--- src/hw/rtl/cau_pkg.sv ---
// Shared constants, codes and opcode decode for the complex arithmetic unit.
`default_nettype none

package cau_pkg;

  // Default datapath shape and fixed port widths
  localparam int unsigned WORD_BITS_DEF = 32;
  localparam int unsigned FRAC_BITS_DEF = 16;
  localparam int unsigned PORT_BITS     = 32;
  localparam int unsigned OPC_BITS      = 3;
  localparam int unsigned STAT_BITS     = 2;
  localparam int unsigned KIND_BITS     = 3;
  localparam int unsigned IN_DEPTH      = 4;
  localparam int unsigned OUT_DEPTH     = 2;

  // Opcodes as they arrive on the port
  localparam logic [OPC_BITS-1:0] OPC_ADD = 3'd0;
  localparam logic [OPC_BITS-1:0] OPC_SUB = 3'd1;
  localparam logic [OPC_BITS-1:0] OPC_MUL = 3'd2;
  localparam logic [OPC_BITS-1:0] OPC_DIV = 3'd3;
  localparam logic [OPC_BITS-1:0] OPC_EQ  = 3'd4;
  localparam logic [OPC_BITS-1:0] OPC_NE  = 3'd5;

  // Work class handed from the front to the back
  typedef enum logic [KIND_BITS-1:0] {
    KIND_NONE,
    KIND_ADD,
    KIND_SUB,
    KIND_MUL,
    KIND_DIV,
    KIND_EQ,
    KIND_NE
  } kind_e;

  // Result status codes
  typedef enum logic [STAT_BITS-1:0] {
    ST_OK   = 2'd0,
    ST_SAT  = 2'd1,
    ST_DIVZ = 2'd2
  } status_e;

  // Opcode to work class; unused opcodes give an all-zero result
  function automatic kind_e decode_op(logic [OPC_BITS-1:0] op);
    kind_e k;
    unique case (op)
      OPC_ADD: k = KIND_ADD;
      OPC_SUB: k = KIND_SUB;
      OPC_MUL: k = KIND_MUL;
      OPC_DIV: k = KIND_DIV;
      OPC_EQ:  k = KIND_EQ;
      OPC_NE:  k = KIND_NE;
      default: k = KIND_NONE;
    endcase
    return k;
  endfunction

endpackage

`default_nettype wire

--- src/hw/rtl/cau_fifo.sv ---
// Small flop-based FIFO used for the command queue and the result queue.
`default_nettype none

module cau_fifo #(
  parameter int unsigned DATA_W = 8,
  parameter int unsigned DEPTH  = 4
) (
  input  wire logic              clk_i,
  input  wire logic              rst_ni,
  input  wire logic              push_i,
  input  wire logic [DATA_W-1:0] wdata_i,
  output logic                   full_o,
  input  wire logic              pop_i,
  output logic      [DATA_W-1:0] rdata_o,
  output logic                   empty_o
);

  localparam int unsigned AW = $clog2(DEPTH);
  localparam int unsigned CW = $clog2(DEPTH + 1);

  logic [DATA_W-1:0] mem_q [DEPTH];
  logic [AW-1:0]     wptr_q, wptr_d;
  logic [AW-1:0]     rptr_q, rptr_d;
  logic [CW-1:0]     cnt_q, cnt_d;

  // Pointer and fill count update
  always_comb begin
    wptr_d = push_i ? wptr_q + AW'(1) : wptr_q;
    rptr_d = pop_i  ? rptr_q + AW'(1) : rptr_q;
    cnt_d  = cnt_q + CW'(push_i) - CW'(pop_i);
  end

  always_ff @(posedge clk_i or negedge rst_ni) begin
    if (!rst_ni) begin
      wptr_q <= '0;
      rptr_q <= '0;
      cnt_q  <= '0;
    end else begin
      wptr_q <= wptr_d;
      rptr_q <= rptr_d;
      cnt_q  <= cnt_d;
    end
  end

  // Storage
  always_ff @(posedge clk_i) begin
    if (push_i) begin
      mem_q[wptr_q] <= wdata_i;
    end
  end

  assign rdata_o = mem_q[rptr_q];
  assign full_o  = (cnt_q == CW'(DEPTH));
  assign empty_o = (cnt_q == '0);

  // Callers gate their strobes with the flags
  a_no_overflow: assert property (@(posedge clk_i) disable iff (!rst_ni)
    push_i |-> !full_o) else $error("fifo write while full");
  a_no_underflow: assert property (@(posedge clk_i) disable iff (!rst_ni)
    pop_i |-> !empty_o) else $error("fifo read while empty");

endmodule

`default_nettype wire

--- src/hw/rtl/cau_front.sv ---
// Front end: takes command words, classifies the opcode and queues the work.
`default_nettype none

module cau_front #(
  parameter int unsigned WORD_BITS = cau_pkg::WORD_BITS_DEF
) (
  input  wire logic                               clk_i,
  input  wire logic                               rst_ni,
  input  wire logic                               push_i,
  output logic                                    full_o,
  input  wire logic [cau_pkg::OPC_BITS-1:0]       opcode_i,
  input  wire logic [cau_pkg::PORT_BITS-1:0]      lhs_real_i,
  input  wire logic [cau_pkg::PORT_BITS-1:0]      lhs_imag_i,
  input  wire logic [cau_pkg::PORT_BITS-1:0]      rhs_real_i,
  input  wire logic [cau_pkg::PORT_BITS-1:0]      rhs_imag_i,
  output logic                                    vld_o,
  input  wire logic                               pop_i,
  output cau_pkg::kind_e                          kind_o,
  output logic signed [WORD_BITS-1:0]             a_o,
  output logic signed [WORD_BITS-1:0]             b_o,
  output logic signed [WORD_BITS-1:0]             c_o,
  output logic signed [WORD_BITS-1:0]             d_o
);

  localparam int unsigned W  = WORD_BITS;
  localparam int unsigned DW = cau_pkg::KIND_BITS + 4 * W;

  logic                            wr;
  logic                            empty;
  logic [DW-1:0]                   wdata;
  logic [DW-1:0]                   rdata;
  logic [cau_pkg::KIND_BITS-1:0]   kind_bits;

  // Classify and keep only the low word of each operand
  assign wr    = push_i && !full_o;
  assign wdata = {cau_pkg::decode_op(opcode_i), lhs_real_i[W-1:0], lhs_imag_i[W-1:0],
                  rhs_real_i[W-1:0], rhs_imag_i[W-1:0]};

  cau_fifo #(
    .DATA_W(DW),
    .DEPTH (cau_pkg::IN_DEPTH)
  ) u_cmd_q (
    .clk_i  (clk_i),
    .rst_ni (rst_ni),
    .push_i (wr),
    .wdata_i(wdata),
    .full_o (full_o),
    .pop_i  (pop_i),
    .rdata_o(rdata),
    .empty_o(empty)
  );

  assign {kind_bits, a_o, b_o, c_o, d_o} = rdata;
  assign kind_o = cau_pkg::kind_e'(kind_bits);
  assign vld_o  = !empty;

endmodule

`default_nettype wire

--- config.mk ---
export PLATFORM = sky130hd
export DESIGN_NAME = cau_front
export DESIGN_NICKNAME = d
export VERILOG_FILES = /design/src/hw/rtl/cau_pkg.sv /design/src/hw/rtl/cau_fifo.sv /design/src/hw/rtl/cau_front.sv
export SDC_FILE = /design/constraint.sdc
export NUM_CORES = 1
export LEC_CHECK = 0
export ABC_CLOCK_PERIOD_IN_PS = 4100
export BUFFER_PORTS_ARGS = -buffer_cell sky130_fd_sc_hd__buf_2
export CORE_UTILIZATION = 46
export DETAILED_ROUTE_END_ITERATION = 7
export PLACE_DENSITY = 0.7
export SYNTH_ARGS = -nofsm -noshare
export SYNTH_HDL_FRONTEND = slang
export SYNTH_SLANG_ARGS = --single-unit
--- constraint.sdc ---
create_clock -name clk_i -period 4.1 [get_ports clk_i]
set_input_delay 0.82 -clock clk_i [delete_from_list [all_inputs] [get_ports clk_i]]
set_output_delay 0.82 -clock clk_i [all_outputs]
set_load 0.05 [all_outputs]
# Word-level counts from Yosys, hierarchy flattened
# Memories as Yosys holds them, arrays and structs flattened.
# Cells that the tools add are included.
[totals] register_bits=7 ramBits=524 mem_count=1 wordCells=22
[classes] n_eq_ne=6 add_sub_neg=4 n_reduce_logical=5 n_mux=3
[mem_list] memory="u_cmd_q.mem_q" words=4 word_bits=131 read_ports=1 rd_ports_with_merged_regs=0 wr=1 line="cau_fifo.sv:21" source="logic [DATA_W-1:0] mem_q [DEPTH];"
[ops] op="3-bit case mux with 6 select lines" count=1
[ops] op="3-bit equality test (second input constant)" count=3
[ops] op="3-bit by 2-bit equality test with 1-bit output (second input constant)" count=2
[ops] op="3-bit logical NOT" count=2
[ops] op="2-bit by 1-bit adder with 2-bit output (second input constant)" count=2
[ops] op="3-bit by 1-bit adder with 3-bit output" count=1
[ops] op="3-bit by 1-bit equality test with 1-bit output (second input constant)" count=1
[ops] op="3-bit by 1-bit subtractor with 3-bit output" count=1
[ops] op="1-bit logical NOT" count=2
[ops] op="1-bit 2-to-1 mux" count=2
[ops] op="1-bit logical AND" count=1

# Depth between registers and ports, before layout
[logic_depth] ltp_word=5 ltp_mapped=8

# Hierarchy
# A second synthesis with hierarchy kept.
[unflattened] hier_cells=726 hier_area_um2=19319.8
[by_module_without_submodules] mod="cau_fifo" n_inst=1 area_per_inst_um2=19274.7 cells_each=719 seq_area_each_um2=15910.3
[by_module_without_submodules] mod="cau_front" n_inst=1 area_per_inst_um2=45.0 cells_each=7 seq_area_each_um2=0.0

# Least setup slack after synthesis
# Ideal clock, no wire load.
[synth_timing] kind="reg2reg" from="register u_cmd_q.cnt_q[2]" to="memory u_cmd_q.mem_q[0][0] (netlist bit), enable pin" path_stages_with_launch=3 n_path_buf=0 slack_ps=-390 arrival_time_ps=3984 setup_time_ps=507 path_cell_list="dfrtp_1 > nor3b_1 > and3b_1"
[synth_via] elab_chain_cells=5
[synth_rtl] item="from (decl)" line="cau_fifo.sv:24" source="logic [CW-1:0] cnt_q, cnt_d;"
[synth_rtl] item="from (signal assigned)" line="cau_fifo.sv:41" source="cnt_q <= cnt_d;"
[synth_rtl] item="3-bit equality test" line="cau_fifo.sv:53" source="assign full_o = (cnt_q == CW'(DEPTH));"
[synth_rtl] item="net full_o" line="cau_front.sv:10" source="output logic full_o,"
[synth_rtl] item="1-bit logical NOT" line="cau_front.sv:35" source="assign wr = push_i && !full_o;"
[synth_rtl] item="1-bit logical AND" line="cau_front.sv:35"
[synth_rtl] item="1-bit 2-to-1 mux" line="cau_fifo.sv:47" source="if (push_i) begin"
[synth_rtl] item="1-bit 2-to-1 mux (implied by the code)" line="cau_fifo.sv:48" source="mem_q[wptr_q] <= wdata_i;"
[synth_rtl] item="to (decl)" line="cau_fifo.sv:21"
# The timed path passes the listed nets, and every way through them passes these cells.

# Worst setup path in the final report
[layout_timing] from="register u_cmd_q.rptr_q[0]" to="output d_o[0]"
[layout_via] elab_chain_cells=1
[layout_rtl] item="from (decl)" line="cau_fifo.sv:23" source="logic [AW-1:0] rptr_q, rptr_d;"
[layout_rtl] item="from (signal assigned)" line="cau_fifo.sv:40" source="rptr_q <= rptr_d;"
[layout_rtl] item="memory read 4 x 131 bit"
[layout_rtl] item="to (decl)" line="cau_front.sv:22" source="output logic signed [WORD_BITS-1:0] d_o"
# No other way between the ends.

==> metrics.yaml <==
clocking:
  postCtsSetupBuffers: 0
  clkSlewWorstSetupHoldPaths_ps: 60
  numClockSinks: 531
  root_buffer: "clkbuf_16"
  htree_num_levels: 2
  cts_buffers: 52
  clkLatencyLatePin_ps: 580
  cts_buffer_depth: 3
  ctsResizeCount: 0
  cts_tree: "built"
  cts_hold_buf: 0
place:
  dp_hpwl_mm: 21.6
  globalplace.congestion: 0.718
  io_buffers: 267
global_routing:
  grt-ovfl-total: 0
  grt_max_degree: 90
  grt_pass1_wl_mm: 55.5
  use_met1: 0.230
  grt_pass1_vias: 9265
  grtUsageTotal: 0.172
  grt_use_met3: 0.0437
  antenna_found_initial: 8
  grt-busiest-layer: "met2"
  grt_use_met2: 0.280
timing:
  setup_viol_count_final: 0
  fin_skew_ps: 12.8
  period_needed_ps: 3470
  max_freq_ghz: 0.288
  drv_slew: 0
  maxSlewHeadroom: 0.473
  tns_ps: 0
  period_share: 0.847
  hold_viol_final: 0
  rsz0062_at_grt: "false"
  worst_slew_pin_slew_ps: 791
drt:
  wl_mm: 36.4
  wire_per_inst_um: 22.5
  drc_errors: 0
  num_vias: 8607
  ant_nets: 0
  drtIter0Drc: 461
  drtPass1Iterations: 4
  vias_per_cell: 5.32
synth:
  netlist_instances: 729
  yosys.area.top_type: "edfxtp_1"
  synth_area_mm2: 0.0194
  yosys_register_bits: 531
  synth_area_leaders: "edfxtp_1 81%, mux4_2 15%, dfrtp_1 0.90%, buf_6 0.52%, buf_2 0.41%"
  yosysUniqueCellTypes: 23
  syn_nets: 871
  ys_warn_count: 0
  synth.yosys.seq_area_share: 0.822
  avgSynthCellArea_um2: 26.6
  synth_top_area_share: 0.813
run:
  maxCapViolations: 0
layout:
  mostFrequentLayoutCell: "edfxtp_1"
  drive_above_1_share: 0.466
  fin_util: 0.562
  final_nets: 1179
  final_cell_mix: "524 x edfxtp_1, 267 x buf_2, 131 x mux4_2"
  area_growth_pct: 19.6
setup_path:
  worstPathArrival_ps: 2650
  crit_slowest_cell: "dfrtp_4"
  cpPeakStageDelay_ps: 790
  end_kind: "output port"
  worstSetupStartpointType: "flip-flop"
  reg2reg_from: "u_cmd_q.cnt_q[1]$_DFF_PN0_"
  cp_max_fo: 23
  reg2reg_depth: 8
  critical_path_class: "flip-flop to output port"
  crit_chain: "buf_4 -> mux4_2 -> buf_2"
  cpLargestDelayFamily: "flip-flops"
  r2r-end: "u_cmd_q.cnt_q[2]$_DFF_PN0_"
  worstPathRequired_ps: 3280
  worst-path-buf-inv: 2
  rrSetupSlack_ps: 1700
floorplan:
  dieArea_mm2: 0.0429
  die_h_um: 207
  num_rows: 74
  die_w_um: 207
  initial_utilization: 0.470
  num_io_pins: 268
  coreArea_mm2: 0.0412
power_and_ir_drop:
  intPower_mw: 12.1
  comb_power_share: 0.383
  power_leakage_nw: 7.87
  ir_drop_mv: 0.606
  p_sw_mw: 7.53
  seqPwrFrac: 0.380
  p_per_area_mw_per_mm2: 847
  p_clk_frac: 0.238
  swShare: 0.384
worst_hold_path:
  hp-class: "primary input to async pin"
status:
  status: "finished clean"
-- layout make-up --
cell class              instances  area (um2)
diodes                          5        12.5
clock buffers                  63        1370
clock inverters                34         317
fillers                      3027       18000
inverters                       5        18.8
multi-input cells             163        3250
flip-flops and latches        531       15900
well taps                     532         666
repair buffers                284        1610
-- cell families after synthesis --
family	after synthesis	synth area share
AO/OA/AOI/OAI	3	0.00103
multiplexers	133	0.153
adder cells (fa/ha/maj)	7	0.00491
buffers and inverters	35	0.0115
flip-flops	531	0.822
AND/OR/NAND/NOR	16	0.00575
XOR/XNOR	4	0.00181
-- registers in the layout (all words and copies together), names as in the netlist --
register / flops
u_cmd_q.cnt_q: 3
u_cmd_q.wptr_q: 2
u_cmd_q.mem_q: 524
u_cmd_q.rptr_q: 2
-- stage by stage --
| stage | power [mW] | cells | setup WS (ps) | area (um2) | hold slack [ps] |
|---|---|---|---|---|---|
| floorplan | 13.4 | 729 | 696 | 19400 | 523 |
| global placement | 15.1 | 1515 | 1150 | 21500 | 552 |
| detailed placement | 15.2 | 1515 | 1140 | 21500 | 568 |
| CTS | 19.9 | 1612 | 491 | 23200 | 40.8 |
| global route | 20.4 | 1613 | 439 | 23200 | 65.6 |
| finish | 19.6 | 1617 | 627 | 23200 | 76.7 |
-- layer usage --
layer | up-vias | share of wire | wire [um]
met5 | - | 0.0020 | 73
met4 | 10 | 0.020 | 737
met3 | 58 | 0.062 | 2270
met2 | 255 | 0.49 | 17900
met1 | 4500 | 0.42 | 15400
li1 | 3784 | - | -
-- power by group through the flow --
stage / logic, mW / clock network (mW) / registers (mW)
global placement: 7.62 / 0 / 7.51
floorplan: 5.93 / 0 / 7.46
global route: 7.86 / 4.97 / 7.55
finish: 7.51 / 4.66 / 7.45
CTS: 7.66 / 4.79 / 7.47
detailed placement: 7.64 / 0 / 7.58
-- worst max path at each step --
stage	from	end	slack, ps	depth (start not counted)
after floorplan	u_cmd_q.cnt_q[1]$_DFF_PN0_	u_cmd_q.mem_q[0][0]$_DFFE_PP_	700	2
after global placement	u_cmd_q.rptr_q[0]$_DFFE_PN0P_	d_o[0]	1150	3
after detailed placement	u_cmd_q.rptr_q[0]$_DFFE_PN0P_	d_o[0]	1140	3
after CTS	u_cmd_q.rptr_q[0]$_DFFE_PN0P_	d_o[0]	490	3
after global routing	u_cmd_q.rptr_q[0]$_DFFE_PN0P_	d_o[0]	440	3
final	u_cmd_q.rptr_q[0]$_DFFE_PN0P_	d_o[0]	630	3
-- cell usage after synthesis --
master and n:
nand2_1 3, xor2_1 1, xnor2_1 3, and3b_1 4, buf_6 9, mux4_2 131, nor3b_1 1, buf_4 1
mux2_2 1, clkbuf_1 4, nor2_1 1, fa_1 1, a21oi_1 1, buf_2 16, or3_1 1, edfxtp_1 524
inv_1 5, ha_1 6, mux2i_1 1, o211ai_1 2, nand4bb_1 2, nand2b_1 4, dfrtp_1 7
Note: power is estimated with default switching activity, not from simulation.
