$ cat src/hw/rtl/cau_fifo.sv
// Small flop-based FIFO used for the command queue and the result queue.
`default_nettype none

module cau_fifo #(
  parameter int unsigned DATA_W = 8,
  parameter int unsigned DEPTH  = 4
) (
  input  wire logic              clk_i,
  input  wire logic              rst_ni,
  input  wire logic              push_i,
  input  wire logic [DATA_W-1:0] wdata_i,
  output logic                   full_o,
  input  wire logic              pop_i,
  output logic      [DATA_W-1:0] rdata_o,
  output logic                   empty_o
);

  localparam int unsigned AW = $clog2(DEPTH);
  localparam int unsigned CW = $clog2(DEPTH + 1);

  logic [DATA_W-1:0] mem_q [DEPTH];
  logic [AW-1:0]     wptr_q, wptr_d;
  logic [AW-1:0]     rptr_q, rptr_d;
  logic [CW-1:0]     cnt_q, cnt_d;

  // Pointer and fill count update
  always_comb begin
    wptr_d = push_i ? wptr_q + AW'(1) : wptr_q;
    rptr_d = pop_i  ? rptr_q + AW'(1) : rptr_q;
    cnt_d  = cnt_q + CW'(push_i) - CW'(pop_i);
  end

  always_ff @(posedge clk_i or negedge rst_ni) begin
    if (!rst_ni) begin
      wptr_q <= '0;
      rptr_q <= '0;
      cnt_q  <= '0;
    end else begin
      wptr_q <= wptr_d;
      rptr_q <= rptr_d;
      cnt_q  <= cnt_d;
    end
  end

  // Storage
  always_ff @(posedge clk_i) begin
    if (push_i) begin
      mem_q[wptr_q] <= wdata_i;
    end
  end

  assign rdata_o = mem_q[rptr_q];
  assign full_o  = (cnt_q == CW'(DEPTH));
  assign empty_o = (cnt_q == '0);

  // Callers gate their strobes with the flags
  a_no_overflow: assert property (@(posedge clk_i) disable iff (!rst_ni)
    push_i |-> !full_o) else $error("fifo write while full");
  a_no_underflow: assert property (@(posedge clk_i) disable iff (!rst_ni)
    pop_i |-> !empty_o) else $error("fifo read while empty");

endmodule

`default_nettype wire

$ cat config.mk
export PLATFORM = sky130hd
export DESIGN_NAME = cau_fifo
export DESIGN_NICKNAME = d
export VERILOG_FILES = /design/src/hw/rtl/cau_fifo.sv
export SDC_FILE = /design/constraint.sdc
export NUM_CORES = 1
export LEC_CHECK = 0
export BUFFER_PORTS_ARGS = -buffer_cell sky130_fd_sc_hd__clkbuf_2
export CAP_MARGIN = 20
export CORE_UTILIZATION = 55
export DETAILED_ROUTE_END_ITERATION = 8
export PLACE_DENSITY = 0.75
export SYNTH_ARGS = -nofsm -noshare
export SYNTH_HDL_FRONTEND = slang
export SYNTH_SLANG_ARGS = --single-unit
$ cat constraint.sdc
create_clock -name clk_i -period 2 [get_ports clk_i]
set_input_delay 0.2 -clock clk_i [delete_from_list [all_inputs] [get_ports clk_i]]
set_output_delay 0.2 -clock clk_i [all_outputs]
set_load 0.05 [all_outputs]
# Yosys cells after proc, flatten, opt, wreduce, memory -nomap -nowiden
# Memory sizes are Yosys's and may differ from the RTL's.
# Cells that the tools add are included.
[classes]
muxes = 2
addsub = 4
n_reduce_logical = 1
eq_ne = 1
[ops]
columns = ["op", "n"]
rows = [
  ["adder 2 x 1 -> 2 bit, second input constant", 2],
  ["adder 3 x 1 -> 3 bit", 1],
  ["== test 3 bit, second input constant", 1],
  ["logical NOT 3 bit", 1],
  ["subtractor 3 x 1 -> 3 bit", 1],
  ["2-to-1 mux 1 bit", 2],
]
[totals]
wordCells = 12
ramBits = 32
in_bits = 12
register_bits = 7
memories = 1
[memory_table]
columns = ["name", "depth", "word_bits", "rd", "rd_clocked_by_memory_dff", "write_ports", "line_no", "source"]
rows = [
  ["mem_q", 4, 8, 1, 0, 1, "21", "logic [DATA_W-1:0] mem_q [DEPTH];"],
]

# Logic depth before layout (Yosys ltp)
# Gate-level depths: netlist of run 1.
[logic_depth]
depth_word = 2
mapped_depth = 6

# Worst setup path after synthesis of run 1
# No wires, ideal clock.
[synth_timing]
path_kind = "flip-flop to output port"
from = "register cnt_q[2]"
to = "output port empty_o"
path_slack_ns = 0.321
stages_incl_launch_ff = 2
n_path_buf = 0
t_arrival_ns = 1.479
t_required_ns = 1.800
cell_sequence = "dfrtp_1 > nor3_1"
[synth_between]
elab_chain_len = 1
[synth_rtl]
columns = ["item", "line_no", "source"]
rows = [
  ["start: declaration", "24", "logic [CW-1:0] cnt_q, cnt_d;"],
  ["start signal: assignment", "41", "cnt_q <= cnt_d;"],
  ["logical NOT 3 bit", "54", "assign empty_o = (cnt_q == '0);"],
  ["end: declaration", "15", "output logic empty_o"],
]
# Every way passes these cells.

# Final worst setup path of run 1
[layout_timing]
from = "register rptr_q[0]"
to = "output port rdata_o[1]"
[layout_between]
elab_chain_len = 1
[layout_rtl]
columns = ["item", "line_no", "source"]
rows = [
  ["start: declaration", "23", "logic [AW-1:0] rptr_q, rptr_d;"],
  ["start signal: assignment", "40", "rptr_q <= rptr_d;"],
  ["memory (4 x 8 bit)", "n/a", ""],
  ["end: declaration", "14", "output logic [DATA_W-1:0] rdata_o,"],
]
# Every way passes these cells.

==> results of run 1 <==
## cell usage in the layout, fill, tap and decap left out, types with 2 or more instances in the layout
cell                       count
sky130_fd_sc_hd__inv_1         6
sky130_fd_sc_hd__mux4_2        8
sky130_fd_sc_hd__xnor2_1       2
sky130_fd_sc_hd__dfrtp_1       7
sky130_fd_sc_hd__clkbuf_4      5
sky130_fd_sc_hd__ha_1          6
sky130_fd_sc_hd__and2_1        4
sky130_fd_sc_hd__xor2_1        3
sky130_fd_sc_hd__edfxtp_1     32
sky130_fd_sc_hd__buf_4         2
sky130_fd_sc_hd__nand2_1       2
sky130_fd_sc_hd__clkbuf_2     21
## worst reg2reg max path: cells and delay by family, from the launching register on
kind	cells	cell delay, ns
adders and majority gates	3	0.82
xor gates and xnor gates	1	0.13
DFF	1	0.37
buffers and inverters	2	0.10
## cell type report
class	instances	area share [%]
clock buffers	6	2.36
well taps	30	2.15
inverters	6	1.29
flip-flops and latches	39	65.0
multi-input cells	29	21.0
clock inverters	2	0.716
repair buffers	24	7.44
## registers in the layout (all words and copies together) (netlist names)
| name | flops |
|---|---|
| mem_q | 32 |
| cnt_q | 3 |
| rptr_q | 2 |
| wptr_q | 2 |
## metal layers
| layer | share of wire [%] | routed length (um) | track usage, % |
|---|---|---|---|
| met1 | 43 | 952 | 24.2 |
| met2 | 49 | 1090 | 26.9 |
| met3 | 5.1 | 112 | 7.38 |
| met4 | 2.2 | 48 | 9.17 |
| met5 | 0 | 0 | 0 |
## power by group
group | internal, W | total, W | switching [W]
Clock | 0.000136 | 0.000385 | 0.000249
Sequential | 0.00109 | 0.00120 | 0.000114
Combinational | 0.000390 | 0.00114 | 0.000748
Total | 0.00162 | 0.00273 | 0.00111
## per-stage QoR
step	area [um^2]	total power (W)	worst slack, ns	utilization [%]
floorplan	1540	0.00213	0.321	-
global placement	1680	0.00235	0.531	65.6
detailed placement	1680	0.00238	0.497	65.6
CTS	1750	0.00276	0.114	68.1
global route	1750	0.00290	0.0679	68.1
finish	1750	0.00273	0.146	68.1
## worst max-delay path by stage
stage | to | slack [ns] | startpoint | cells after the start
2_1_floorplan | empty_o | 0.32 | cnt_q[2] | 1
3_3_place_gp | rdata_o[4] | 0.53 | rptr_q[0] | 3
3_5_place_dp | cnt_q[2] | 0.50 | cnt_q[0] | 6
4_1_cts | rdata_o[1] | 0.11 | rptr_q[0] | 3
5_1_grt | rdata_o[4] | 0.07 | rptr_q[0] | 3
6_report | rdata_o[1] | 0.15 | rptr_q[0] | 3
## logic make-up (layout without fill, tap and decap cells)
| group | Yosys count | in the layout |
|---|---|---|
| DFF | 39 | 39 |
| muxes | 8 | 8 |
| and+or+nand+nor | 8 | 8 |
| buffers and inverters | 8 | 38 |
| adders and majority gates | 7 | 7 |
| xor gates and xnor gates | 5 | 5 |
| AOI/OAI and AO/OA | 1 | 1 |
==> implementation parameters, run 1 <==
Parameter                              Value

Status
  Outcome    finished, final reports clean

Clock tree
  Worst skew pair latency    about 0.34 ns
  Gates resized, CTS repair    0
  H-tree depth    2
  Setup fix buffers added after clock tree synthesis    0
  CTS root buf    sky130_fd_sc_hd__clkbuf_4
  Post-CTS clock slew at the launch and capture registers of the worst setup and hold paths    0.12 ns
  Maximum buffer depth of the clock tree    2
  CTS Buf Count    5
  Number of clock sinks    39
  Post-CTS Hold Buffers    1
  CTS tree    yes

Cells and area
  Storage cell area    ~1100 um^2
  Fill cell count    a little under 200
  Non-filler instance count after layout    about 140
  Final layout net count    roughly 120
  Area growth, synth to finish    13.3%
  Area of the multi-input gates    roughly 370 um^2
  Share of cells above drive strength 1    between 30% and 40%
  Diodes inserted    0

Die
  Die boundary height    around 55 um
  Row count    18
  Overall die area    just over 3000 um^2
  # IOs    22
  Floorplan Core Area    roughly 2600 um^2
  Initial Util    60.1%
  Die Span X    around 55 um

Logic synthesis
  Synthesized cell area    roughly 1500 um^2
  Synthesized netlist cell count    76
  Top cell type by total area after synthesis    sky130_fd_sc_hd__edfxtp_1
  Syn Nets    95
  Unique cell type count in the Yosys netlist    15
  EDFF count, synth    32
  Post-synth top cells    sky130_fd_sc_hd__edfxtp_1 (32), sky130_fd_sc_hd__mux4_2 (8), sky130_fd_sc_hd__dfrtp_1 (7)
  Top cells by area in the synthesized netlist    sky130_fd_sc_hd__edfxtp_1 (62%), sky130_fd_sc_hd__mux4_2 (12%), sky130_fd_sc_hd__dfrtp_1 (11%), sky130_fd_sc_hd__ha_1 (4.9%), sky130_fd_sc_hd__xor2_1 (1.7%)
  Count leader, synth    sky130_fd_sc_hd__edfxtp_1
  Adder-cell share of the synthesized area    between 6 and 7%
  Post-synthesis sequential area ratio    between 70% and 80%
  Share of Yosys cell area claimed by the top area cell type    between 60 and 70%
  Total of flip-flops plus latches after synthesis    39
  Portion of netlist area occupied by mux cells    between 10% and 20%
  Mean area per synthesized cell    approximately 20 um^2
  Post-Synth XOR/XNOR Area    roughly 2.8%
  Compound-gate portion of the synthesized area    0.324%
  Post-synthesis async set-or-reset flop share    roughly 18%
  Count of yosys warnings during synthesis    0
  Fraction of the mapped netlist area in simple logic gates    about 2.8%
  Main combinational cell family by area after synthesis    multiplexers
  Primary flip-flop cell chosen by synthesis mapping    sky130_fd_sc_hd__edfxtp_1

Worst hold path
  Kind of path behind the tightest hold check    in -> reg
  Hold Path Cell Cnt    1
  Hold Startpoint    wdata_i[1]
  Hold Crit Endpoint    mem_q[0][1]

Critical path
  Maximum fanout count along the critical path    6
  Critical path buffers and inverters    2
  Cell depth of the worst flop-to-flop path    6
  Worst R2R End    cnt_q[2]
  Arr. time, crit path    1.65 ns
  Required time worst endpoint    approximately 1.8 ns
  Critical path's slowest cell    sky130_fd_sc_hd__mux4_2
  Cell chain of the critical path    buf_4, mux4_2, clkbuf_2
  Delay contributed by the slowest stage of the critical path    0.50 ns
  Worst Setup Start Kind    register
  Kind of end point of the critical path    output pin
  Family with the most delay on the worst path    multiplexers
  Launching point of the worst reg2reg path    cnt_q[0]
  Worst reg2reg setup slack    around 0.49 ns
  Worst setup path category    reg -> out

Placement
  PortBufs    21
  Global placer's final weighted congestion    approximately 0.70
  Total placed cells including tap cells    around 130
  Half-perimeter wire length after detailed placement    ~1500 um

Global route
  Global-route usage over all layers    between 10% and 20%
  Global-route wire length before repair    between 3000 and 4000 um
  Initial antenna violation count    0
  Via count of the first global-routing pass    just over 700
  Gr ovfl total    0
  Pin count of the biggest net entering global routing    13

STA
  Final period demand of the worst path    1.85 ns
  Highest attainable clock frequency    approximately 540 MHz
  Final Max Tran Viols    0
  Final clock period utilization by the worst path    slightly above 90%
  Final-report setup violation count    0
  Unrepaired setup endpoints after global routing    no
  Final hold vios    0
  Headroom to the max-slew limit    slightly above 70%
  Worst-Margin Slew    0.436 ns
  Total negative setup slack    0 ns
  Worst hold slack across all endpoints    ~0.063 ns
  Worst Skew    0.0111 ns

Route
  Routed WL per cell    between 15 and 20 um
  First-iteration detailed-routing DRC count    10
  Via count    about 730
  Post-detailed-route count of antenna-violating nets    0
  Pre-Repair DR Iteration Count    4
  Average vias per placed instance    5.33
  # DRC    0
  Total Wirelength    between 2000 and 2500 um

Power and ir drop
  Pwr dens    1560 nW/um^2
  Cell leakage power    approximately 0.68 nW
  VDD IR max    approximately 1.0 mV

Run
  Reported max-cap violation count    0
No activity file was read; power rests on OpenSTA's default activity.
==> run 2: changes to the inputs <==
--- a/config.mk
+++ b/config.mk
@@ -7,9 +7,9 @@
 export LEC_CHECK = 0
 export BUFFER_PORTS_ARGS = -buffer_cell sky130_fd_sc_hd__clkbuf_2
 export CAP_MARGIN = 20
-export CORE_UTILIZATION = 55
+export CORE_UTILIZATION = 49
 export DETAILED_ROUTE_END_ITERATION = 8
-export PLACE_DENSITY = 0.75
+export PLACE_DENSITY = 0.71
 export SYNTH_ARGS = -nofsm -noshare
 export SYNTH_HDL_FRONTEND = slang
 export SYNTH_SLANG_ARGS = --single-unit
==> constraint.sdc (replaced) <==
create_clock -name clk_i -period 1.5 [get_ports clk_i]
set_input_delay 0.15 -clock clk_i [delete_from_list [all_inputs] [get_ports clk_i]]
set_output_delay 0.15 -clock clk_i [all_outputs]
set_load 0.05 [all_outputs]
==> implementation parameters, run 2 (synthesized netlist as in run 1, its figures left out) <==
Parameter                              Value

STA
  Headroom to the max-slew limit    72.6%
  Final Max Tran Viols    0
  Unrepaired setup endpoints after global routing    yes
  Final period demand of the worst path    around 1.7 ns
  Final-report setup violation count    8
  Highest attainable clock frequency    576 MHz
  Total negative setup slack    -1.82 ns
  Worst-Margin Slew    about 0.41 ns
  Final clock period utilization by the worst path    116%
  Final worst setup slack    -0.236 ns
  Final hold vios    0
  Worst Skew    roughly 0.0075 ns

Clock tree
  H-tree depth    2
  Number of clock sinks    39
  CTS tree    yes
  CTS Buf Count    5
  CTS root buf    sky130_fd_sc_hd__clkbuf_4
  Maximum buffer depth of the clock tree    2
  Post-CTS clock slew at the launch and capture registers of the worst setup and hold paths    0.10 ns
  Worst skew pair latency    0.34 ns

Cells and area
  Storage cell area    roughly 1100 um^2
  Final layout net count    about 130
  Diodes inserted    0
  Share of cells above drive strength 1    between 40% and 50%
  Largest regs    mem_q (32), cnt_q (3)
  Commonest non-fill, non-tap cell in the layout    sky130_fd_sc_hd__edfxtp_1
  Non-filler instance count after layout    158
  Most used cells in the layout excluding fill and tap cells    sky130_fd_sc_hd__edfxtp_1 (32), sky130_fd_sc_hd__clkbuf_2 (11), sky130_fd_sc_hd__buf_4 (10), sky130_fd_sc_hd__mux4_2 (8), sky130_fd_sc_hd__buf_8 (8)
  Area growth, synth to finish    27.8%
  Area of the multi-input gates    ~400 um^2
  Fill cell count    just over 200
  Register with the most flip-flops    mem_q
  Final core area utilization    68.6%
  Largest register FFs    32

Global route
  Global-route usage over all layers    between 15 and 20%
  Gr ovfl total    0
  Initial antenna violation count    0
  Global-route wire length before repair    3930 um
  Pin count of the biggest net entering global routing    13
  Via count of the first global-routing pass    just under 800

Critical path
  Critical path launch point    rptr_q[0]
  Worst reg2reg setup slack    0.01 ns
  Required time worst endpoint    1.35 ns
  Critical path's slowest cell    sky130_fd_sc_hd__mux4_2
  Launching point of the worst reg2reg path    cnt_q[0]
  Cell depth of the worst flop-to-flop path    6
  Cell chain of the critical path    buf_6, mux4_2, buf_8
  Worst R2R End    cnt_q[2]
  Worst setup path category    reg -> out
  Arr. time, crit path    around 1.6 ns
  Kind of end point of the critical path    output pin
  Delay contributed by the slowest stage of the critical path    0.52 ns
  Family with the most delay on the worst path    multiplexers
  Critical path buffers and inverters    2
  Worst Setup Start Kind    register
  Maximum fanout count along the critical path    4

Die
  Row count    19
  # IOs    22
  Initial Util    53.6%
  Die Span X    58.1 um
  Die boundary height    approximately 58 um
  Overall die area    3380 um^2
  Floorplan Core Area    approximately 2900 um^2

Route
  Total Wirelength    between 2000 and 2500 um
  Pre-Repair DR Iteration Count    4
  First-iteration detailed-routing DRC count    19
  # DRC    0
  Via count    around 770
  Average vias per placed instance    between 4 and 5
  Routed WL per cell    ~15 um
  Post-detailed-route count of antenna-violating nets    0

Power and ir drop
  Total power after layout    0.00429 W
  Cell leakage power    just under 0.8 nW
  VDD IR max    around 1.0 mV
  Pwr dens    between 2000 and 2500 nW/um^2

Placement
  PortBufs    21
  Half-perimeter wire length after detailed placement    1640 um
  Post-place setup slack    between 0.001 and 0.0015 ns
  Global placer's final weighted congestion    ~0.63
  Total placed cells including tap cells    roughly 150

Worst hold path
  Hold Startpoint    wdata_i[4]
  Hold Path Cell Cnt    1
  Kind of path behind the tightest hold check    in -> reg
  Hold Crit Endpoint    mem_q[3][4]

Run
  Reported max-cap violation count    0

Status
  Violations in the final reports    negative setup slack
  Outcome    complete, but fails checks
==> run 2: repair_timing <==
action                                  in CTS  in global routing
hold endpoints to repair                     7                  0
resized for setup                           17                 18
endpoints found under the setup margin       9                 12
pin swaps                                    0                  3
hold buffers                                 1                  0
setup buffers                                0                  1
==> run 2: layout make-up <==
type	instances	share of cell area, %
Timing Repair Buffer	34	14.8
Tap cell	42	2.66
Sequential cell	39	57.6
Multi-Input combinational cell	29	20.7
Inverter	6	1.14
Clock inverter	1	0.254
Clock buffer	7	2.79
==> run 2: metrics by stage <==
| step | hold slack [ns] | area, um^2 |
|---|---|---|
| 6_report | 0.0220 | 1970 |
| 5_1_grt | 0.00507 | 1970 |
| 4_1_cts | 0.00269 | 1910 |
| 3_5_place_dp | 0.00108 | 1770 |
| 3_3_place_gp | -0.000742 | 1770 |
| 2_1_floorplan | -0.146 | 1550 |
==> run 2: report_power, final <==
group,switching [W],internal [W],total (W)
clock,0.000319,0.000227,0.000546
sequential,0.000168,0.00145,0.00162
combinational,0.00113,0.000992,0.00212
==> run 2: worst max path at each step <==
| stage | end | slack (ns) | depth (start not counted) |
|---|---|---|---|
| finish | rdata_o[6] | -0.24 | 3 |
| global route | rdata_o[2] | -0.31 | 3 |
| CTS | rdata_o[3] | -0.27 | 3 |
| global placement | cnt_q[2] | 0.05 | 6 |
| detailed placement | cnt_q[2] | 0.001 | 6 |
| floorplan | cnt_q[2] | 0.04 | 6 |
==> run 2: routing by layer <==
| metal | routed length (um) | track usage (%) | up-vias | part of all wire, % |
|---|---|---|---|---|
| met5 | 0 | 0 | - | 0 |
| met3 | 107 | 6.92 | 4 | 4.4 |
| met4 | 51 | 9.18 | 0 | 2.1 |
| met2 | 1250 | 26.8 | 19 | 52 |
| li1 | - | - | 369 | - |
| met1 | 1000 | 21.0 | 373 | 42 |
==> run 3: changes to the inputs <==
--- a/config.mk
+++ b/config.mk
@@ -7,9 +7,9 @@
 export LEC_CHECK = 0
 export BUFFER_PORTS_ARGS = -buffer_cell sky130_fd_sc_hd__clkbuf_2
 export CAP_MARGIN = 20
-export CORE_UTILIZATION = 49
+export CORE_UTILIZATION = 55
 export DETAILED_ROUTE_END_ITERATION = 8
-export PLACE_DENSITY = 0.71
+export PLACE_DENSITY = 0.75
 export SYNTH_ARGS = -nofsm -noshare
 export SYNTH_HDL_FRONTEND = slang
 export SYNTH_SLANG_ARGS = --single-unit
==> constraint.sdc (replaced) <==
create_clock -name clk_i -period 1.8 [get_ports clk_i]
set_input_delay 0.18 -clock clk_i [delete_from_list [all_inputs] [get_ports clk_i]]
set_output_delay 0.18 -clock clk_i [all_outputs]
set_load 0.05 [all_outputs]
==> implementation parameters, run 3 (synthesized netlist as in run 1, its figures left out) <==
Parameter                              Value

Die
  # IOs    22
  Overall die area    3020 um^2
  Initial Util    roughly three fifths
  Die boundary height    between 50 and 60 um
  Die Span X    55.0 um
  Row count    18
  Floorplan Core Area    between 2000 and 3000 um^2

Clock tree
  Number of clock sinks    39
  Post-CTS clock slew at the launch and capture registers of the worst setup and hold paths    around 0.12 ns
  H-tree depth    2
  Worst skew pair latency    between 0.3 and 0.4 ns
  CTS Buf Count    5
  Maximum buffer depth of the clock tree    2
  CTS root buf    sky130_fd_sc_hd__clkbuf_4
  CTS tree    yes

Route
  Post-detailed-route count of antenna-violating nets    0
  Total Wirelength    around 2200 um
  Pre-Repair DR Iteration Count    4
  Via count    730
  First-iteration detailed-routing DRC count    21
  Routed WL per cell    15.9 um
  Average vias per placed instance    between 5 and 6
  # DRC    0

Power and ir drop
  Total power after layout    0.00326 W
  Logic pwr share    45.9%
  Power share of the sequential group    approximately 41%
  Pwr dens    roughly 1800 nW/um^2
  Cell leakage power    between 0.7 and 0.8 nW
  Switching Fraction    between 30% and 40%
  Design internal power    around 0.002 W
  Power share of the clock group    between 10% and 20%
  Net switching component of the power    about 0.0013 W
  VDD IR max    1.32 mV

Critical path
  Required time worst endpoint    roughly 1.6 ns
  Worst setup path category    reg -> out
  Arr. time, crit path    1.59 ns
  Kind of end point of the critical path    output pin
  Maximum fanout count along the critical path    5
  Worst Setup Start Kind    register

STA
  Final hold vios    0
  Headroom to the max-slew limit    71.3%
  Final period demand of the worst path    between 1.5 and 2 ns
  Worst hold slack across all endpoints    approximately 0.052 ns
  Worst-Margin Slew    approximately 0.43 ns
  Final clock period utilization by the worst path    between 90% and 100%
  Highest attainable clock frequency    roughly 570 MHz
  Final Max Tran Viols    0
  Unrepaired setup endpoints after global routing    yes
  Worst Skew    between 0.01 and 0.015 ns
  Final-report setup violation count    0

Cells and area
  Register with the most flip-flops    mem_q
  Diodes inserted    0
  Final layout net count    between 100 and 150
  Final core area utilization    a little under three quarters
  Final design instance area without fill    approximately 1800 um^2
  Area growth, synth to finish    18.0%
  Share of cells above drive strength 1    between 30% and 40%
  Commonest non-fill, non-tap cell in the layout    sky130_fd_sc_hd__edfxtp_1
  Largest register FFs    32
  Most used cells in the layout excluding fill and tap cells    sky130_fd_sc_hd__edfxtp_1 (32), sky130_fd_sc_hd__clkbuf_2 (13), sky130_fd_sc_hd__mux4_2 (8), sky130_fd_sc_hd__buf_6 (8), sky130_fd_sc_hd__dfrtp_1 (7)
  Largest regs    mem_q (32), cnt_q (3)

Placement
  Cell Area, Placed    1680 um^2
  Global placer's final weighted congestion    between 0.7 and 0.8
  PortBufs    21
  Half-perimeter wire length after detailed placement    between 1000 and 1500 um

Global route
  Global-route usage over all layers    between 15 and 20%
  Initial antenna violation count    0
  Pin count of the biggest net entering global routing    13
  Global-route wire length before repair    3350 um
  Via count of the first global-routing pass    682
  Gr ovfl total    0

Status
  Outcome    finished, final reports clean

Run
  Reported max-cap violation count    0

Worst hold path
  Kind of path behind the tightest hold check    in -> reg
run 3: per-stage QoR:
step | worst slack (ns) | setup TNS (ns) | cells
finish | 0.0349 | 0 | 137
global placement | 0.348 | 0 | 127
floorplan | 0.141 | 0 | 76
global route | -0.0338 | -0.0574 | 137
detailed placement | 0.284 | 0 | 127
CTS | 0.000698 | 0 | 136
run 3: repair_timing:
| action | 4_1_cts | 5_1_grt |
|---|---|---|
| setup endpoints to repair | 4 | 8 |
| endpoints found under the hold margin | 7 | 0 |
| gates resized for setup | 6 | 24 |
| setup buffers | 0 | 1 |
| hold buffers | 1 | 0 |
run 3: final cells by class:
cell class / count / area [um^2]
clock buffers: 6 / 41.3
repair buffers: 25 / 203
fillers: 174 / 747
inverters: 6 / 22.5
well taps: 30 / 37.5
multi-input cells: 29 / 368
clock inverters: 2 / 12.5
flip-flops and latches: 39 / 1140
run 3: power by group through the flow:
| stage | combinational, W | sequential (W) | clock (W) |
|---|---|---|---|
| 5_1_grt | 0.00162 | 0.00136 | 0.000477 |
| 4_1_cts | 0.00135 | 0.00134 | 0.000430 |
| 2_1_floorplan | 0.00108 | 0.00129 | 0 |
| 3_5_place_dp | 0.00129 | 0.00136 | 0 |
| 3_3_place_gp | 0.00126 | 0.00135 | 0 |
| 6_report | 0.00150 | 0.00134 | 0.000424 |
run 3: routing by layer:
metal	track usage, %	vias to the layer above	routed length [um]
li1	-	348	-
met1	26.4	359	1010
met2	23.7	18	1020
met3	5.74	5	94
met4	8.75	0	46
met5	0	-	0
run 3: final timing paths:
check / end / startpoint / cells past startpoint / slack, ns
min in group asynchronous: cnt_q[2] / rst_ni / 2 / 0.20
setup reg to reg: cnt_q[2] / cnt_q[0] / 6 / 0.28
hold / removal: mem_q[1][2] / wdata_i[2] / 1 / 0.05
setup / recovery: rdata_o[4] / rptr_q[0] / 3 / 0.03
max in group asynchronous: wptr_q[1] / rst_ni / 2 / 1.43
hold reg to reg: wptr_q[0] / wptr_q[0] / 1 / 0.55
run 3: worst max-delay path, stage by stage (launching register included):
cell	delay, ns
sky130_fd_sc_hd__dfrtp_1	0.40
sky130_fd_sc_hd__buf_6	0.15
sky130_fd_sc_hd__mux4_2	0.53
sky130_fd_sc_hd__buf_8	0.17
